`src/rtl/swms_pkg.sv`:
```
`default_nettype none

package swms_pkg;

    // Window length, number of axes in use and warm-up length.
    localparam int WINDOW = 200;
    localparam int AXES   = 3;
    localparam int WARMUP = 400;

    localparam int DATA_W = 32;
    localparam int NAXES  = 3;
    localparam int ROW_W  = NAXES * DATA_W;
    localparam int SUM_W  = 40;
    localparam int ACC_W  = 70;
    localparam int ADDR_W = $clog2(WINDOW);
    localparam int IDX_W  = $clog2(WINDOW + 1);
    localparam int WARM_W = $clog2(WARMUP + 1);
    localparam int AX_W   = 2;

    // Divider by the window length: the dividend is taken one chunk at a time and
    // each quotient digit comes from a multiplication by the rounded-up reciprocal.
    localparam int     DIV_CHUNK_W = 16;
    localparam int     DIV_SH      = 2 * ADDR_W + DIV_CHUNK_W;
    localparam int     DIV_RECIP_W = DIV_SH - ADDR_W + 2;
    localparam longint DIV_RECIP   = ((longint'(1) << DIV_SH) + WINDOW - 1) / WINDOW;

    typedef struct packed {
        logic signed [DATA_W-1:0] rate_x;
        logic signed [DATA_W-1:0] rate_y;
        logic signed [DATA_W-1:0] rate_z;
    } t_in_item;

    typedef struct packed {
        logic                     valid_res;
        logic        [DATA_W-1:0] std_x;
        logic        [DATA_W-1:0] std_y;
        logic        [DATA_W-1:0] std_z;
        logic signed [DATA_W-1:0] mean_x;
        logic signed [DATA_W-1:0] mean_y;
        logic signed [DATA_W-1:0] mean_z;
    } t_out_item;

endpackage

`default_nettype wire

```
`src/rtl/swms_div.sv`:
```
`default_nettype none

// Divider by the window length. The dividend is taken sixteen bits at a time,
// and each quotient digit comes from a reciprocal multiplication; each digit
// is a multiply step and then a remainder step.
module swms_div (
    input  wire logic                       i_clk,
    input  wire logic                       i_rst_n,
    input  wire logic                       i_start,
    input  wire logic [swms_pkg::ACC_W-1:0] i_dividend,
    output logic                            o_done,
    output logic [swms_pkg::ACC_W-1:0]      o_quot
);

    localparam int CW    = swms_pkg::DIV_CHUNK_W;
    localparam int RW    = swms_pkg::ADDR_W;
    localparam int NCH   = (swms_pkg::ACC_W + CW - 1) / CW;
    localparam int PW    = NCH * CW;
    localparam int CURW  = RW + CW;
    localparam int MW    = swms_pkg::DIV_RECIP_W;
    localparam int PRW   = CURW + MW;
    localparam int CNT_W = $clog2(NCH + 1);
    localparam logic [MW-1:0] RECIP = MW'(swms_pkg::DIV_RECIP);

    logic [PW-1:0]    r_num;
    logic [PW-1:0]    r_q;
    logic [RW-1:0]    r_rem;
    logic [CURW-1:0]  r_cur;
    logic [PRW-1:0]   r_prod;
    logic [CNT_W-1:0] r_cnt;
    logic             r_phase;
    logic             r_busy;
    logic             r_done;
    logic [CURW-1:0]  cur;
    logic [CW-1:0]    digit;
    logic [CURW-1:0]  rem_w;

    always_comb begin
        cur   = {r_rem, r_num[PW-1 -: CW]};
        digit = r_prod[swms_pkg::DIV_SH +: CW];
        rem_w = r_cur - CURW'(digit) * CURW'(swms_pkg::WINDOW);
    end

    always_ff @(posedge i_clk) begin
        if (!i_rst_n) begin
            r_busy  <= 1'b0;
            r_done  <= 1'b0;
            r_cnt   <= '0;
            r_phase <= 1'b0;
        end else begin
            r_done <= 1'b0;
            if (i_start) begin
                r_num   <= PW'(i_dividend);
                r_q     <= '0;
                r_rem   <= '0;
                r_cnt   <= '0;
                r_phase <= 1'b0;
                r_busy  <= 1'b1;
            end else if (r_busy && !r_phase) begin
                r_cur   <= cur;
                r_prod  <= PRW'(cur) * PRW'(RECIP);
                r_num   <= {r_num[PW-CW-1:0], {CW{1'b0}}};
                r_phase <= 1'b1;
            end else if (r_busy) begin
                r_q     <= {r_q[PW-CW-1:0], digit};
                r_rem   <= rem_w[RW-1:0];
                r_phase <= 1'b0;
                if (r_cnt == CNT_W'(NCH - 1)) begin
                    r_busy <= 1'b0;
                    r_done <= 1'b1;
                end
                r_cnt <= r_cnt + 1'b1;
            end
        end
    end

    assign o_done = r_done;
    assign o_quot = r_q[swms_pkg::ACC_W-1:0];

endmodule

`default_nettype wire

```
`config.mk`:
```
export PLATFORM = sky130hd
export DESIGN_NAME = swms_div
export DESIGN_NICKNAME = d
export VERILOG_FILES = /design/src/rtl/swms_pkg.sv /design/src/rtl/swms_div.sv
export SDC_FILE = /design/constraint.sdc
export NUM_CORES = 1
export LEC_CHECK = 0
export ABC_AREA = 1
export BUFFER_PORTS_ARGS = -buffer_cell sky130_fd_sc_hd__buf_4
export CORE_MARGIN = 4
export CORE_UTILIZATION = 56
export DETAILED_ROUTE_END_ITERATION = 6
export PLACE_DENSITY = 0.76
export SYNTH_ARGS = -nofsm -noshare
export SYNTH_HDL_FRONTEND = slang
export SYNTH_SLANG_ARGS = --single-unit
```
`constraint.sdc`:
```
create_clock -name i_clk -period 5.75 [get_ports i_clk]
set_input_delay 0.575 -clock i_clk [delete_from_list [all_inputs] [get_ports i_clk]]
set_output_delay 0.575 -clock i_clk [all_outputs]
set_load 0.02 [all_outputs]
```
==> impl_metrics.toml <==
[route]
wl_per_cell_um = 18.8
via_count = 13893
drc = 0
drt_iter0_drc = 1061
vias_per_cell = 5.16
ant_nets = 0
wl_mm = 50.5
firstDrtPassIters = 5

[sta]
fin_crit_sh_pct = 100
hold_viol = 0
fin_crit_ns = 5.76
fin_skew_ns = 0.0135
worst_slack_ns = -0.00686
setup_viol_count_final = 1
fmax_ghz = 0.174
slew_viol_final = 0
worst_pin_slew_ns = 1.07
relSlewSlack_pct = 28.4
whs_ns = 0.383
rsz0062_at_grt = "true"

[placed_design]
gp_congestion = 1.00
hpwl_mm = 41.2
port-buffer-count = 143

[clock_tree]
clock_latency_ns = 0.45
clkTransAtPathRegs_ns = 0.07
cts.sinks = 188
cts_tree = "yes"
cts_buffers = 17
clock_path_buffers = 2
clock-root-buffer = "clkbuf_16"
ctsHtreeMaxLevel = 4

[die]
die_w_um = 189
core_um2 = 31900
initial_core_util_pct = 57.3
ioPinCount = 144
fp.dieH_um = 189
dieArea_um2 = 35600
rows = 65

[worst_setup_path]
ff2ff_path_depth = 20
r2r_start = "r_num[68]$_DFFE_PP_"
critPathKind = "flop to flop"
r2r-end = "r_prod[44]$_DFFE_PP_"
crit_slowest_cell = "fa_1"
path_depth = 20
cp.buffers_inverters = 5
r2r_setup_slack_ns = -0.007
crit_start = "r_num[68]$_DFFE_PP_"
cp_top_family = "adder cells"
worstSetupStartpointType = "flop"
crit_path_max_incr_delay_ns = 0.53
crit_chain = "fa_2 > fa_1 > inv_1 > fa_1 > inv_1 > fa_1 > fa_2 > fa_1 > inv_1 > fa_1 > inv_1 > ha_1 > nand2_2 > nor2_2 > buf_4 > nand2_1 > nor2_2 > nand3_2 > nand4_1 > nand2_1"
crit_end = "r_prod[44]$_DFFE_PP_"
cp.required_ns = 5.95
cpMostUsedCell = "fa_1"
worstPathArrival_ns = 5.96
end_kind = "flop"
critical_path.max_fanout = 3

[synth]
synth_edf_count = 182
synthesis.area_um2 = 18300
synth.top_cell.area_share_pct = 29.9
synth.area.top_cells = "edfxtp_1 30%, fa_1 22%, ha_1 17%"
syn_area_per_cell_um2 = 9.29
yosysWarnings = 0
netlist_instances = 1966
async_reset_ff_share_pct = 0
yosysMostFrequentCell = "inv_1"
synth_nets = 2495
synth.distinct_cells = 34
dominantRegCellSynth = "edfxtp_1"
seq_area_frac_synth_pct = 30.6
synth_seq_cells = 188
synth_common_cells = "516 x inv_1, 397 x nand2_1, 255 x ha_1"
synth_largest_area_cell = "edfxtp_1"

[global_route]
grt_usage_pct = 28.4
antenna_found_initial = 0
grt_pass1_wl_mm = 77.8
grt_overflow = 0
grt_max_degree = 86
grt_pass1_vias = 14408

[finish]
drive_gt1_share_pct = 22.7
areaGrowthSynthToFinish_pct = 21.9
fillCellCount = 2506
layout.nets = 2771
num_antenna_cells = 0

[status]
violations = "negative setup slack"
status = "complete, but fails checks"

[flow_run]
drv_cap = 0

[worst_hold_path]
hp-class = "input port to flop"
## how the worst min path moves through the flow
stage                                startpoint                      end  slack, ns  cells past startpoint
after floorplan           r_cnt[2]$_SDFFE_PP0P_    r_cnt[2]$_SDFFE_PP0P_       0.42                      1
after global placement    r_cnt[2]$_SDFFE_PP0P_    r_cnt[2]$_SDFFE_PP0P_       0.44                      1
after detailed placement  r_cnt[2]$_SDFFE_PP0P_    r_cnt[2]$_SDFFE_PP0P_       0.46                      1
after CTS                         i_dividend[7]   r_num[7]$_SDFFCE_PN0P_       0.37                      3
after global routing             i_dividend[11]  r_num[11]$_SDFFCE_PN0P_       0.38                      3
final                             i_dividend[7]   r_num[7]$_SDFFCE_PN0P_       0.38                      3
## worst min-delay path, delay by kind of cell
family | cells | cell delay, ns
buf+inv | 2 | 0.11
simple gates | 1 | 0.04
## registers in the layout, indices dropped and copies added, names as in the netlist
signal / count
r_rem: 8
r_cur: 8
r_num: 80
r_busy: 1
r_prod: 16
o_done: 1
r_phase: 1
r_q: 70
r_cnt: 3
## per-stage QoR
step                worst slack (ns)  instances  TNS [ns]  cell area, um^2  utilization [%]
floorplan                      0.185       1966         0            18300                -
global placement              -0.179       2631     -1.59            20600             64.7
detailed placement            -0.223       2631     -1.97            20600             64.7
CTS                          0.00107       2670         0            21500             67.5
global route                  -0.180       2690     -1.75            22300             69.8
finish                      -0.00686       2690  -0.00686            22300             69.8
## kinds of logic (layout without fill, tap and decap cells)
family / count (synthesis) / count (layout) / share of synthesized area, %
AO/OA/AOI/OAI: 107 / 107 / 3.06
flip-flops: 188 / 188 / 30.6
AND/OR/NAND/NOR: 649 / 649 / 14.9
XOR/XNOR: 11 / 11 / 0.528
adder cells (fa/ha/maj): 456 / 456 / 39.5
buffers and inverters: 555 / 844 / 11.4
## metal layers
metal	wire length [um]	share of wire, %	global-route usage [%]
met1	21300	42	38.8
met2	24200	48	47.1
met3	3280	6.5	5.26
met4	1670	3.3	7.85
met5	0	0	0
## area by class of cell
cell class	count	area (um^2)	area share, %
repair buffers	280	2140	9.64
flip-flops and latches	188	5590	25.1
clock inverters	15	186	0.838
clock buffers	17	425	1.91
multi-input cells	1223	11400	51.1
inverters	532	2000	8.97
well taps	435	544	2.45
## cell usage in the layout, fill, tap and decap left out, drive strengths merged, types with 2 or more instances in the layout
cell type / Yosys / final
xnor2: 5 / 5
nand2: 411 / 411
a21oi: 64 / 64
ha: 255 / 255
o21bai: 5 / 5
nor2: 165 / 165
buf: 3 / 280
clkbuf: 20 / 17
dfxtp: 6 / 6
xor2: 6 / 6
a21o: 2 / 2
nor3: 10 / 10
nand4: 16 / 16
or2: 5 / 5
fa: 201 / 201
edfxtp: 182 / 182
o21ai: 34 / 34
bufinv: 0 / 3
nand3: 39 / 39
inv: 530 / 536
clkinv: 2 / 7
## repair_timing
item / CTS / global route
gates resized for setup: 57 / 145
endpoints found under the hold margin: 0 / 0
setup endpoints to repair: 16 / 16
gates cloned: 0 / 0
pin swaps: 12 / 56
hold buffers: 0 / 0
setup buffers: 7 / 21
Power is left out: the tool's default activity adds up to more than one toggle a clock period on the data nets, which glitch-free logic cannot reach.
