==> config.mk <==
export PLATFORM = sky130hd
export DESIGN_NAME = swms_sqrt
export DESIGN_NICKNAME = d
export VERILOG_FILES = /design/src/rtl/swms_pkg.sv /design/src/rtl/swms_sqrt.sv
export SDC_FILE = /design/constraint.sdc
export NUM_CORES = 1
export LEC_CHECK = 0
export BUFFER_PORTS_ARGS = -buffer_cell sky130_fd_sc_hd__buf_2
export CAP_MARGIN = 20
export CORE_MARGIN = 5
export CORE_UTILIZATION = 50
export DETAILED_ROUTE_END_ITERATION = 7
export PLACE_DENSITY = 0.76
export SETUP_SLACK_MARGIN = 0.2
export SLEW_MARGIN = 10
export SYNTH_ARGS = -nofsm -noshare
export SYNTH_HDL_FRONTEND = slang
export SYNTH_SLANG_ARGS = --single-unit
==> constraint.sdc <==
create_clock -name i_clk -period 7.35 [get_ports i_clk]
set_clock_uncertainty 0.1 [all_clocks]
set_input_delay 1.47 -clock i_clk [delete_from_list [all_inputs] [get_ports i_clk]]
set_output_delay 1.47 -clock i_clk [all_outputs]
set_load 0.1 [all_outputs]
==> src/rtl/swms_pkg.sv <==
`default_nettype none

package swms_pkg;

    // Window length, number of axes in use and warm-up length.
    localparam int WINDOW = 200;
    localparam int AXES   = 3;
    localparam int WARMUP = 400;

    localparam int DATA_W = 32;
    localparam int NAXES  = 3;
    localparam int ROW_W  = NAXES * DATA_W;
    localparam int SUM_W  = 40;
    localparam int ACC_W  = 70;
    localparam int ADDR_W = $clog2(WINDOW);
    localparam int IDX_W  = $clog2(WINDOW + 1);
    localparam int WARM_W = $clog2(WARMUP + 1);
    localparam int AX_W   = 2;

    // Divider by the window length: the dividend is taken one chunk at a time and
    // each quotient digit comes from a multiplication by the rounded-up reciprocal.
    localparam int     DIV_CHUNK_W = 16;
    localparam int     DIV_SH      = 2 * ADDR_W + DIV_CHUNK_W;
    localparam int     DIV_RECIP_W = DIV_SH - ADDR_W + 2;
    localparam longint DIV_RECIP   = ((longint'(1) << DIV_SH) + WINDOW - 1) / WINDOW;

    typedef struct packed {
        logic signed [DATA_W-1:0] rate_x;
        logic signed [DATA_W-1:0] rate_y;
        logic signed [DATA_W-1:0] rate_z;
    } t_in_item;

    typedef struct packed {
        logic                     valid_res;
        logic        [DATA_W-1:0] std_x;
        logic        [DATA_W-1:0] std_y;
        logic        [DATA_W-1:0] std_z;
        logic signed [DATA_W-1:0] mean_x;
        logic signed [DATA_W-1:0] mean_y;
        logic signed [DATA_W-1:0] mean_z;
    } t_out_item;

endpackage

`default_nettype wire

==> src/rtl/swms_sqrt.sv <==
`default_nettype none

// Floor square root of a 64-bit value, two radicand bits per cycle.
module swms_sqrt (
    input  wire logic                        i_clk,
    input  wire logic                        i_rst_n,
    input  wire logic                        i_start,
    input  wire logic [63:0]                 i_value,
    output logic                             o_done,
    output logic [swms_pkg::DATA_W-1:0]      o_root
);

    logic [63:0]                  r_x;
    logic [33:0]                  r_rem;
    logic [swms_pkg::DATA_W-1:0]  r_root;
    logic [4:0]                   r_cnt;
    logic                         r_busy;
    logic                         r_done;
    logic [34:0]                  rem2;
    logic [34:0]                  trial;
    logic                         take;

    always_comb begin
        rem2  = {r_rem[32:0], r_x[63:62]};
        trial = {1'b0, r_root, 2'b01};
        take  = rem2 >= trial;
    end

    always_ff @(posedge i_clk) begin
        if (!i_rst_n) begin
            r_busy <= 1'b0;
            r_done <= 1'b0;
            r_cnt  <= '0;
        end else begin
            r_done <= 1'b0;
            if (i_start) begin
                r_x    <= i_value;
                r_rem  <= '0;
                r_root <= '0;
                r_cnt  <= '0;
                r_busy <= 1'b1;
            end else if (r_busy) begin
                r_x <= {r_x[61:0], 2'b00};
                if (take) begin
                    r_rem  <= 34'(rem2 - trial);
                    r_root <= {r_root[swms_pkg::DATA_W-2:0], 1'b1};
                end else begin
                    r_rem  <= rem2[33:0];
                    r_root <= {r_root[swms_pkg::DATA_W-2:0], 1'b0};
                end
                if (r_cnt == 5'd31) begin
                    r_busy <= 1'b0;
                    r_done <= 1'b1;
                end
                r_cnt <= r_cnt + 1'b1;
            end
        end
    end

    assign o_done = r_done;
    assign o_root = r_root;

endmodule

`default_nettype wire

==> metrics, run 1 <==
die area=0.0180 sq mm; Routed Antenna Nets=0; max_cap viols=0; most common cell in the synthesized netlist=edfxtp_1; post-synthesis sequential area ratio=52.1%; GRT Total Usage=18.9%; Ports=100; Reg area=about 0.0040 sq mm; clock sink count=~140; CP max-delay cell=a21oi_2; Pre-antenna DRT Iters=5; fmax=261 MHz; Post-synth EDFFs=129; Detailed Place HPWL=11400 microns; critical path type=register to register; final hold viol count=0; routed vias/inst=5.66; setup TNS=0 ps; Die X=134 microns; Crit path top cell by count=inv_2; Slew headroom=32.6%; RePlAce Congestion=0.901; Critical Path Sink Type=register; top_reg_cell synth=edfxtp_1; outcome=completed; H-Tree Depth=4; period utilization=52.1%; fillcell total=between 1000 and 1500; Switching Fraction=31.1%; Comb pwr share=23.0%; Die Span Y=roughly 130 microns; Initial Util=50.8%; # DRC=0; CP Cell Sequence=ha_1, a21oi_1, o21ai_0, nor3_1, nand4b_2, a21oi_2, buf_4, inv_2, nand2_1, inv_2, a32o_1; Commonest cells post-synth=129 x edfxtp_1, 97 x nor2_1, 63 x mux2_2, 52 x a21oi_1, 45 x inv_1; largest cells by area after synthesis=edfxtp_1 50%, mux2_2 9.2%, ha_1 5.8%; vias in the first global route=between 5000 and 6000; crit-path max FO=29; area leader, netlist=edfxtp_1; Port Buffers=99; routed via count=5602; P_leak=3.60 nW; Critical Path AT=3920 ps; Routed WL=16400 microns; largest net degree at the start of global routing=74; hold_buf cts=0; Pwr Density=265 mW/mm^2; area grow syn2layout=15.2%; Setup-failing EPs final=0; Synth warnings=0; Crit path largest cell delay=510 ps; core area=0.0151 sq mm; drt wl/cell=about 17 microns; initial antenna violation count=4; Seq cells post-synth=between 100 and 150; Worst-Skew Late Latency=440 ps; final-stage net count=slightly below 900; Avg Cell Area, Syn=10.9 sq um; asr flop ratio synth=0%; top cell type's share of synthesized area=50.3%; layout cells sized above 1=25.6%; CTS tree=yes; worst hold path class=register to register; Tmin final=3830 ps; setup repair after global routing missed its margin=false; Syn Nets=approximately 810; total gr overflow=0; Mapped Cells=705; crit path launch type=register; Clk pwr share=36.5%; Setup Fix Bufs, Post-CTS=0; sequential share of power=between 40% and 50%; Yosys cell types=58; Max Transition Viols Final=0; synthesized area=0.00770 sq mm; Worst IR Drop VDD=approximately 230 uV; detailed router's first-iteration violation count=about 370; Longest Clk Path Bufs=2; clk slew on worst S/H paths=60 ps; Rows=45; Critical Path RT=about 7400 ps; Switch Pwr=0.731 mW; final core utilization=58.6%; Tightest Pin Transition=a little over 1000 ps; Resized cells post-CTS=0; area of the multi-input gates=0.00333 sq mm; CTS Buf Count=17; first-pass GRT wire length=27000 microns; P_int=1.62 mW; Root Buffer Master=clkbuf_16
[metal layers]
metal  global-route usage [%]  part of all wire, %  vias up
met5                        0                 0.16        -
met4                     5.77                  1.8        6
met3                     7.80                  8.7       32
met2                     29.0                   46      199
met1                     24.8                   44     2634
li1                         -                    -     2731
[area by class of cell]
type	instances	area share [%]
Antenna cell	1	0.0282
Clock buffer	20	5.64
Clock inverter	12	1.07
Inverter	47	1.99
Multi-Input combinational cell	483	37.5
Sequential cell	136	45.3
Tap cell	188	2.65
Timing Repair Buffer	102	5.87
[worst paths after layout]
path	startpoint	to	slack, ps	depth (start not counted)
setup / recovery	r_rem[20]$_SDFFCE_PP0P_	r_rem[29]$_SDFFCE_PP0P_	3520	11
hold / removal	r_cnt[4]$_SDFFE_PP0P_	r_cnt[4]$_SDFFE_PP0P_	420	2
setup reg to reg	r_rem[20]$_SDFFCE_PP0P_	r_rem[29]$_SDFFCE_PP0P_	3520	11
hold reg to reg	r_cnt[4]$_SDFFE_PP0P_	r_cnt[4]$_SDFFE_PP0P_	420	2
[cells in the final DEF, fill, tap and decap left out, types with 3 or more instances in the layout]
cell type / netlist / routed
edfxtp_1: 129 / 129
buf_2: 5 / 98
nor2_1: 97 / 97
mux2_2: 63 / 63
a21oi_1: 52 / 52
inv_1: 45 / 45
nand2_1: 38 / 38
ha_1: 36 / 36
o21ai_0: 29 / 29
clkbuf_16: 0 / 20
xnor2_1: 15 / 15
nand3_1: 15 / 15
xor2_1: 12 / 12
a21o_1: 11 / 11
nand4_1: 11 / 11
mux2i_1: 10 / 10
nor3_1: 9 / 9
a31oi_1: 9 / 9
dfxtp_1: 7 / 7
nor2b_1: 6 / 6
nand2b_1: 5 / 5
o211ai_1: 5 / 5
and3_1: 5 / 5
inv_6: 0 / 5
a211oi_1: 4 / 4
and2_1: 4 / 4
o21bai_1: 4 / 4
nor4_1: 4 / 4
buf_4: 6 / 4
a311o_1: 3 / 3
o21a_1: 4 / 3
[flip-flops by register name, summed over array words and instances, names as in the netlist]
name,cells
o_done,1
o_root,32
r_busy,1
r_cnt,5
r_rem,33
r_x,64
[power by group through the flow]
stage / Sequential, mW / Clock, mW / Combinational [mW]
3_5_place_dp: 0.966 / 0 / 0.537
6_report: 0.950 / 0.858 / 0.540
2_1_floorplan: 1.04 / 0 / 0.363
3_3_place_gp: 0.965 / 0 / 0.528
5_1_grt: 0.956 / 0.903 / 0.598
4_1_cts: 0.951 / 0.867 / 0.539
[per-stage QoR]
step | power [mW] | hold WS (ps) | area [sq um] | worst slack, ps | cells
after CTS | 2.36 | 428 | 8870 | 3530 | 988
after detailed placement | 1.50 | 392 | 8270 | 3150 | 956
after global routing | 2.46 | 462 | 8870 | 3220 | 989
after floorplan | 1.40 | 367 | 7700 | 1810 | 705
after global placement | 1.49 | 384 | 8270 | 3210 | 956
final | 2.35 | 420 | 8870 | 3520 | 989
[worst max-delay path: cells and delay by family (launching register included)]
| family | cells | cell delay (ps) |
|---|---|---|
| fa+ha+maj | 1 | 460 |
| compound gates | 4 | 1210 |
| simple gates | 3 | 690 |
| flops | 1 | 400 |
| buf+inv | 3 | 740 |
[cells by family after synthesis]
group,count (synthesis),synth area share (%)
simple gates,206,12.4
xor+xnor,27,3.07
flops,136,52.1
fa+ha+maj,36,5.85
mux,73,10.5
buf+inv,86,4.79
compound gates,141,11.3
Note: power is estimated with default switching activity, not from simulation.
==> inputs of run 2 (changes only) <==
==> constraint.sdc (replaced) <==
create_clock -name i_clk -period 3.8 [get_ports i_clk]
set_clock_uncertainty 0.1 [all_clocks]
set_input_delay 0.76 -clock i_clk [delete_from_list [all_inputs] [get_ports i_clk]]
set_output_delay 0.76 -clock i_clk [all_outputs]
set_load 0.1 [all_outputs]
==> metrics, run 2 (synthesis gave the netlist of run 1 again) <==
outcome=completed; Pwr Density=497 mW/mm^2; first-pass GRT wire length=27400 microns; Initial Util=50.8%; Hold EP=r_cnt[4]$_SDFFE_PP0P_; setup TNS=0 ps; Critical Path RT=3990 ps; clk slew on worst S/H paths=60 ps; area of the multi-input gates=0.00333 sq mm; final hold viol count=0; H-Tree Depth=4; Routed Antenna Nets=0; CTS tree=yes; worst r2r src=r_rem[20]$_SDFFCE_PP0P_; Die X=roughly 130 microns; Setup-failing EPs final=0; area grow syn2layout=15.2%; Slew headroom=37.7%; vias in the first global route=5618; fmax=between 200 and 300 MHz; period utilization=88.8%; Tightest Pin Transition=934 ps; crit-path max FO=14; CP max-delay cell=or4_1; Rows=45; Detailed Place HPWL=11700 microns; Longest Clk Path Bufs=2; Worst R2R Setup Slack=about 430 ps; # DRC=0; worst hold path class=register to register; Port Buffers=between 90 and 100; Tmin final=between 3000 and 4000 ps; final-stage net count=895; setup repair after global routing missed its margin=true; Setup Fix Bufs, Post-CTS=0; Reg area=0.00401 sq mm; Root Buffer Master=clkbuf_16; GRT Total Usage=18.9%; commonest non-fill, non-tap cell in the layout=edfxtp_1; CP Cell Sequence=ha_2, nand4_2, or4_1, or3_1, nand4b_2, a21oi_2, buf_4, inv_2, nand2_1, inv_2, a32o_1; Pre-antenna DRT Iters=5; clock sink count=136; die area=~0.018 sq mm; largest net degree at the start of global routing=85; Critical Path Sink Type=register; max_cap viols=0; Hold Startpoint=r_cnt[4]$_SDFFE_PP0P_; routed vias/inst=around 5.6; Max Transition Viols Final=0; hold_buf cts=0; Hold WS=400 ps; P_leak=3.60 nW; CTS Buf Count=17; layout cells sized above 1=25.7%; Crit path top cell by count=inv_2; reg2reg path depth=11; crit path launch type=register; Resized cells post-CTS=0; max reg flops=64; Antenna diodes=0; routed via count=5569; Crit path largest cell delay=between 500 and 600 ps; Worst-Skew Late Latency=420 ps; Most flops, register=r_x; Ports=100; Hold Crit Depth=2; Die Span Y=134 microns; core area=0.0151 sq mm; Routed WL=16400 microns; Worst IR Drop VDD=approximately 370 uV; Critical Path AT=3560 ps; detailed router's first-iteration violation count=507; critical path type=register to register; RePlAce Congestion=0.901; initial antenna violation count=1; total gr overflow=0; fillcell total=1256; commonest non-fill, non-tap cells in the layout=129 x edfxtp_1, 98 x buf_2, 97 x nor2_1, 63 x mux2_2, 52 x a21oi_1; RR Endpoint=r_rem[29]$_SDFFCE_PP0P_; drt wl/cell=around 16 microns
-- run 2: worst max-delay path by stage --
stage / start / end / slack, ps / cells after the start
3_5_place_dp: o_root[0]$_SDFFCE_PP0P_ / r_rem[28]$_SDFFCE_PP0P_ / 360 / 10
2_1_floorplan: i_start / o_root[0]$_SDFFCE_PP0P_ / 290 / 3
6_report: r_rem[20]$_SDFFCE_PP0P_ / r_rem[29]$_SDFFCE_PP0P_ / 430 / 11
5_1_grt: o_root[0]$_SDFFCE_PP0P_ / r_rem[28]$_SDFFCE_PP0P_ / 170 / 10
3_3_place_gp: o_root[0]$_SDFFCE_PP0P_ / r_rem[28]$_SDFFCE_PP0P_ / 330 / 10
4_1_cts: o_root[0]$_SDFFCE_PP0P_ / r_rem[28]$_SDFFCE_PP0P_ / 330 / 10
-- run 2: critical path, delay by kind of cell (launching register included) --
kind | cells | cell delay [ps]
flip-flops | 1 | 400
adder cells (fa/ha/maj) | 1 | 490
AO/OA/AOI/OAI | 2 | 220
buffers and inverters | 3 | 600
AND/OR/NAND/NOR | 5 | 1440
-- run 2: layout make-up --
| type | instances | share of cell area, % |
|---|---|---|
| Timing Repair Buffer | 107 | 6.57 |
| Clock buffer | 22 | 5.25 |
| Sequential cell | 136 | 45.2 |
| Tap cell | 188 | 2.65 |
| Clock inverter | 10 | 0.776 |
| Inverter | 47 | 1.99 |
| Multi-Input combinational cell | 483 | 37.5 |
-- run 2: where the power goes --
| group | total, mW | leakage, nW | switching [mW] | internal [mW] |
|---|---|---|---|---|
| logic | 1.06 | 2.03 | 0.677 | 0.386 |
| clock network | 1.51 | 0.269 | 0.634 | 0.874 |
| registers | 1.84 | 1.30 | 0.0485 | 1.79 |
-- run 2: per-layer routing --
metal	vias up	global-route usage (%)	wire length, microns
li1	2742	-	-
met1	2622	24.1	7220
met2	181	30.2	7530
met3	22	7.73	1400
met4	2	5.03	204
met5	-	0	13
-- run 2: through the flow --
stage          std cells  util, %  power, mW  area, sq um  setup slack [ps]
3_3_place_gp         961     55.0       2.90         8330               334
6_report             993     58.6       4.41         8870               426
3_5_place_dp         961     55.0       2.92         8330               356
4_1_cts              993     58.6       4.43         8870               329
5_1_grt              993     58.6       4.63         8870               171
2_1_floorplan        705        -       2.70         7700               293
==> inputs of run 3 (changes only) <==
--- a/config.mk
+++ b/config.mk
@@ -11,6 +11,7 @@
 export CORE_UTILIZATION = 50
 export DETAILED_ROUTE_END_ITERATION = 7
 export PLACE_DENSITY = 0.76
+export RECOVER_POWER = 25
 export SETUP_SLACK_MARGIN = 0.2
 export SLEW_MARGIN = 10
 export SYNTH_ARGS = -nofsm -noshare
==> metrics, run 3 (synthesis gave the netlist of run 1 again) <==
Antenna diodes=0; initial antenna violation count=1; Initial Util=50.8%; core area=0.0151 sq mm; Slew headroom=-23.7%; hold_buf cts=0; Detailed Place HPWL=between 10000 and 15000 microns; Longest Clk Path Bufs=2; Switching Fraction=30.9%; max reg flops=64; P_leak=3.59 nW; Critical Path RT=3990 ps; Most flops, register=r_x; crit path launch type=register; routed vias/inst=5.63; final hold viol count=0; Clk pwr share=34.2%; Routed WL=16400 microns; Port Buffers=99; clock sink count=136; GRT Total Usage=18.9%; critical path type=register to register; commonest non-fill, non-tap cell in the layout=edfxtp_1; crit-path max FO=14; final-stage net count=895; Critical Path AT=approximately 3600 ps; CTS tree=yes; Pwr Density=approximately 500 mW/mm^2; Max Transition Viols Final=75; Rows=45; area of the multi-input gates=0.00332 sq mm; Routed Antenna Nets=0; Inst Count DP=961; Reg area=0.00401 sq mm; sequential share of power=41.7%; setup TNS=0 ps; H-Tree Depth=4; vias in the first global route=5618; failing checks=max-capacitance violations, max-slew violations; Die Span Y=134 microns; Tightest Pin Transition=1860 ps; non-filler cells, final=993; period utilization=88.4%; Worst-Skew Late Latency=420 ps; commonest non-fill, non-tap cells in the layout=129 x edfxtp_1, 98 x buf_2, 97 x nor2_1, 63 x mux2_2, 52 x a21oi_1; first-pass GRT wire length=27400 microns; die area=approximately 0.018 sq mm; drt wl/cell=approximately 17 microns; routed via count=5589; fmax=a little under 300 MHz; Resized cells post-CTS=0; worst hold path class=register to register; Ports=100; worst slack, placed=356 ps; largest net degree at the start of global routing=85; P_int=approximately 3 mW; Root Buffer Master=clkbuf_16; total gr overflow=0; setup repair after global routing missed its margin=true; RePlAce Congestion=~0.90; Hold WS=~400 ps; Setup-failing EPs final=0; CTS Buf Count=17; area grow syn2layout=15.0%; detailed router's first-iteration violation count=530; Worst IR Drop VDD=~370 uV; Tmin final=roughly 3400 ps; Comb pwr share=24.1%; Switch Pwr=1.36 mW; fin worst setup slack=442 ps; Pre-antenna DRT Iters=6; layout cells sized above 1=about 25%; fillcell total=1259; Setup Fix Bufs, Post-CTS=0; clk slew on worst S/H paths=60 ps; Critical Path Sink Type=register; # DRC=0; max_cap viols=2; outcome=finished with violations; Die X=134 microns
==> run 3: through the flow <==
step | total power [mW] | area [sq um] | util [%]
after floorplan | 2.70 | 7700 | -
after global placement | 2.90 | 8330 | 55.0
after detailed placement | 2.92 | 8330 | 55.0
after CTS | 4.43 | 8870 | 58.6
after global routing | 4.63 | 8860 | 58.5
final | 4.41 | 8860 | 58.5
==> run 3: worst max-delay path, stage by stage, from the launching register on <==
cell and delay [ps]:
edfxtp_1 400, ha_2 480, nand4_2 160, or4_1 550, or3_1 350, nand4b_2 120
a21oi_2 60, buf_4 190, inv_2 280, nand2_1 240, inv_2 130, a32o_1 160
==> run 3: final timing paths <==
path	to	slack, ps	cells past startpoint	from
setup reg to reg	r_rem[29]$_SDFFCE_PP0P_	440	11	r_rem[20]$_SDFFCE_PP0P_
hold reg to reg	r_cnt[4]$_SDFFE_PP0P_	400	2	r_cnt[4]$_SDFFE_PP0P_
setup / recovery	r_rem[29]$_SDFFCE_PP0P_	440	11	r_rem[20]$_SDFFCE_PP0P_
hold / removal	r_cnt[4]$_SDFFE_PP0P_	400	2	r_cnt[4]$_SDFFE_PP0P_
==> run 3: final cells by class <==
cell class	instances	area share, %
inverters	47	1.99
well taps	188	2.66
clock inverters	10	0.777
clock buffers	22	5.26
repair buffers	107	6.50
multi-input cells	483	37.5
flip-flops and latches	136	45.3
==> run 3: power by group through the flow <==
stage | Sequential [mW] | Clock (mW) | Combinational (mW)
6_report | 1.84 | 1.51 | 1.06
4_1_cts | 1.84 | 1.53 | 1.06
5_1_grt | 1.85 | 1.61 | 1.18
3_5_place_dp | 1.87 | 0 | 1.05
3_3_place_gp | 1.87 | 0 | 1.04
2_1_floorplan | 2.00 | 0 | 0.701
==> run 3: metal layers <==
layer / track usage (%) / vias to the layer above / wire [microns]
li1: - / 2739 / -
met1: 24.1 / 2621 / 7210
met2: 30.2 / 207 / 7500
met3: 7.73 / 20 / 1470
met4: 5.03 / 2 / 194
met5: 0 / - / 13
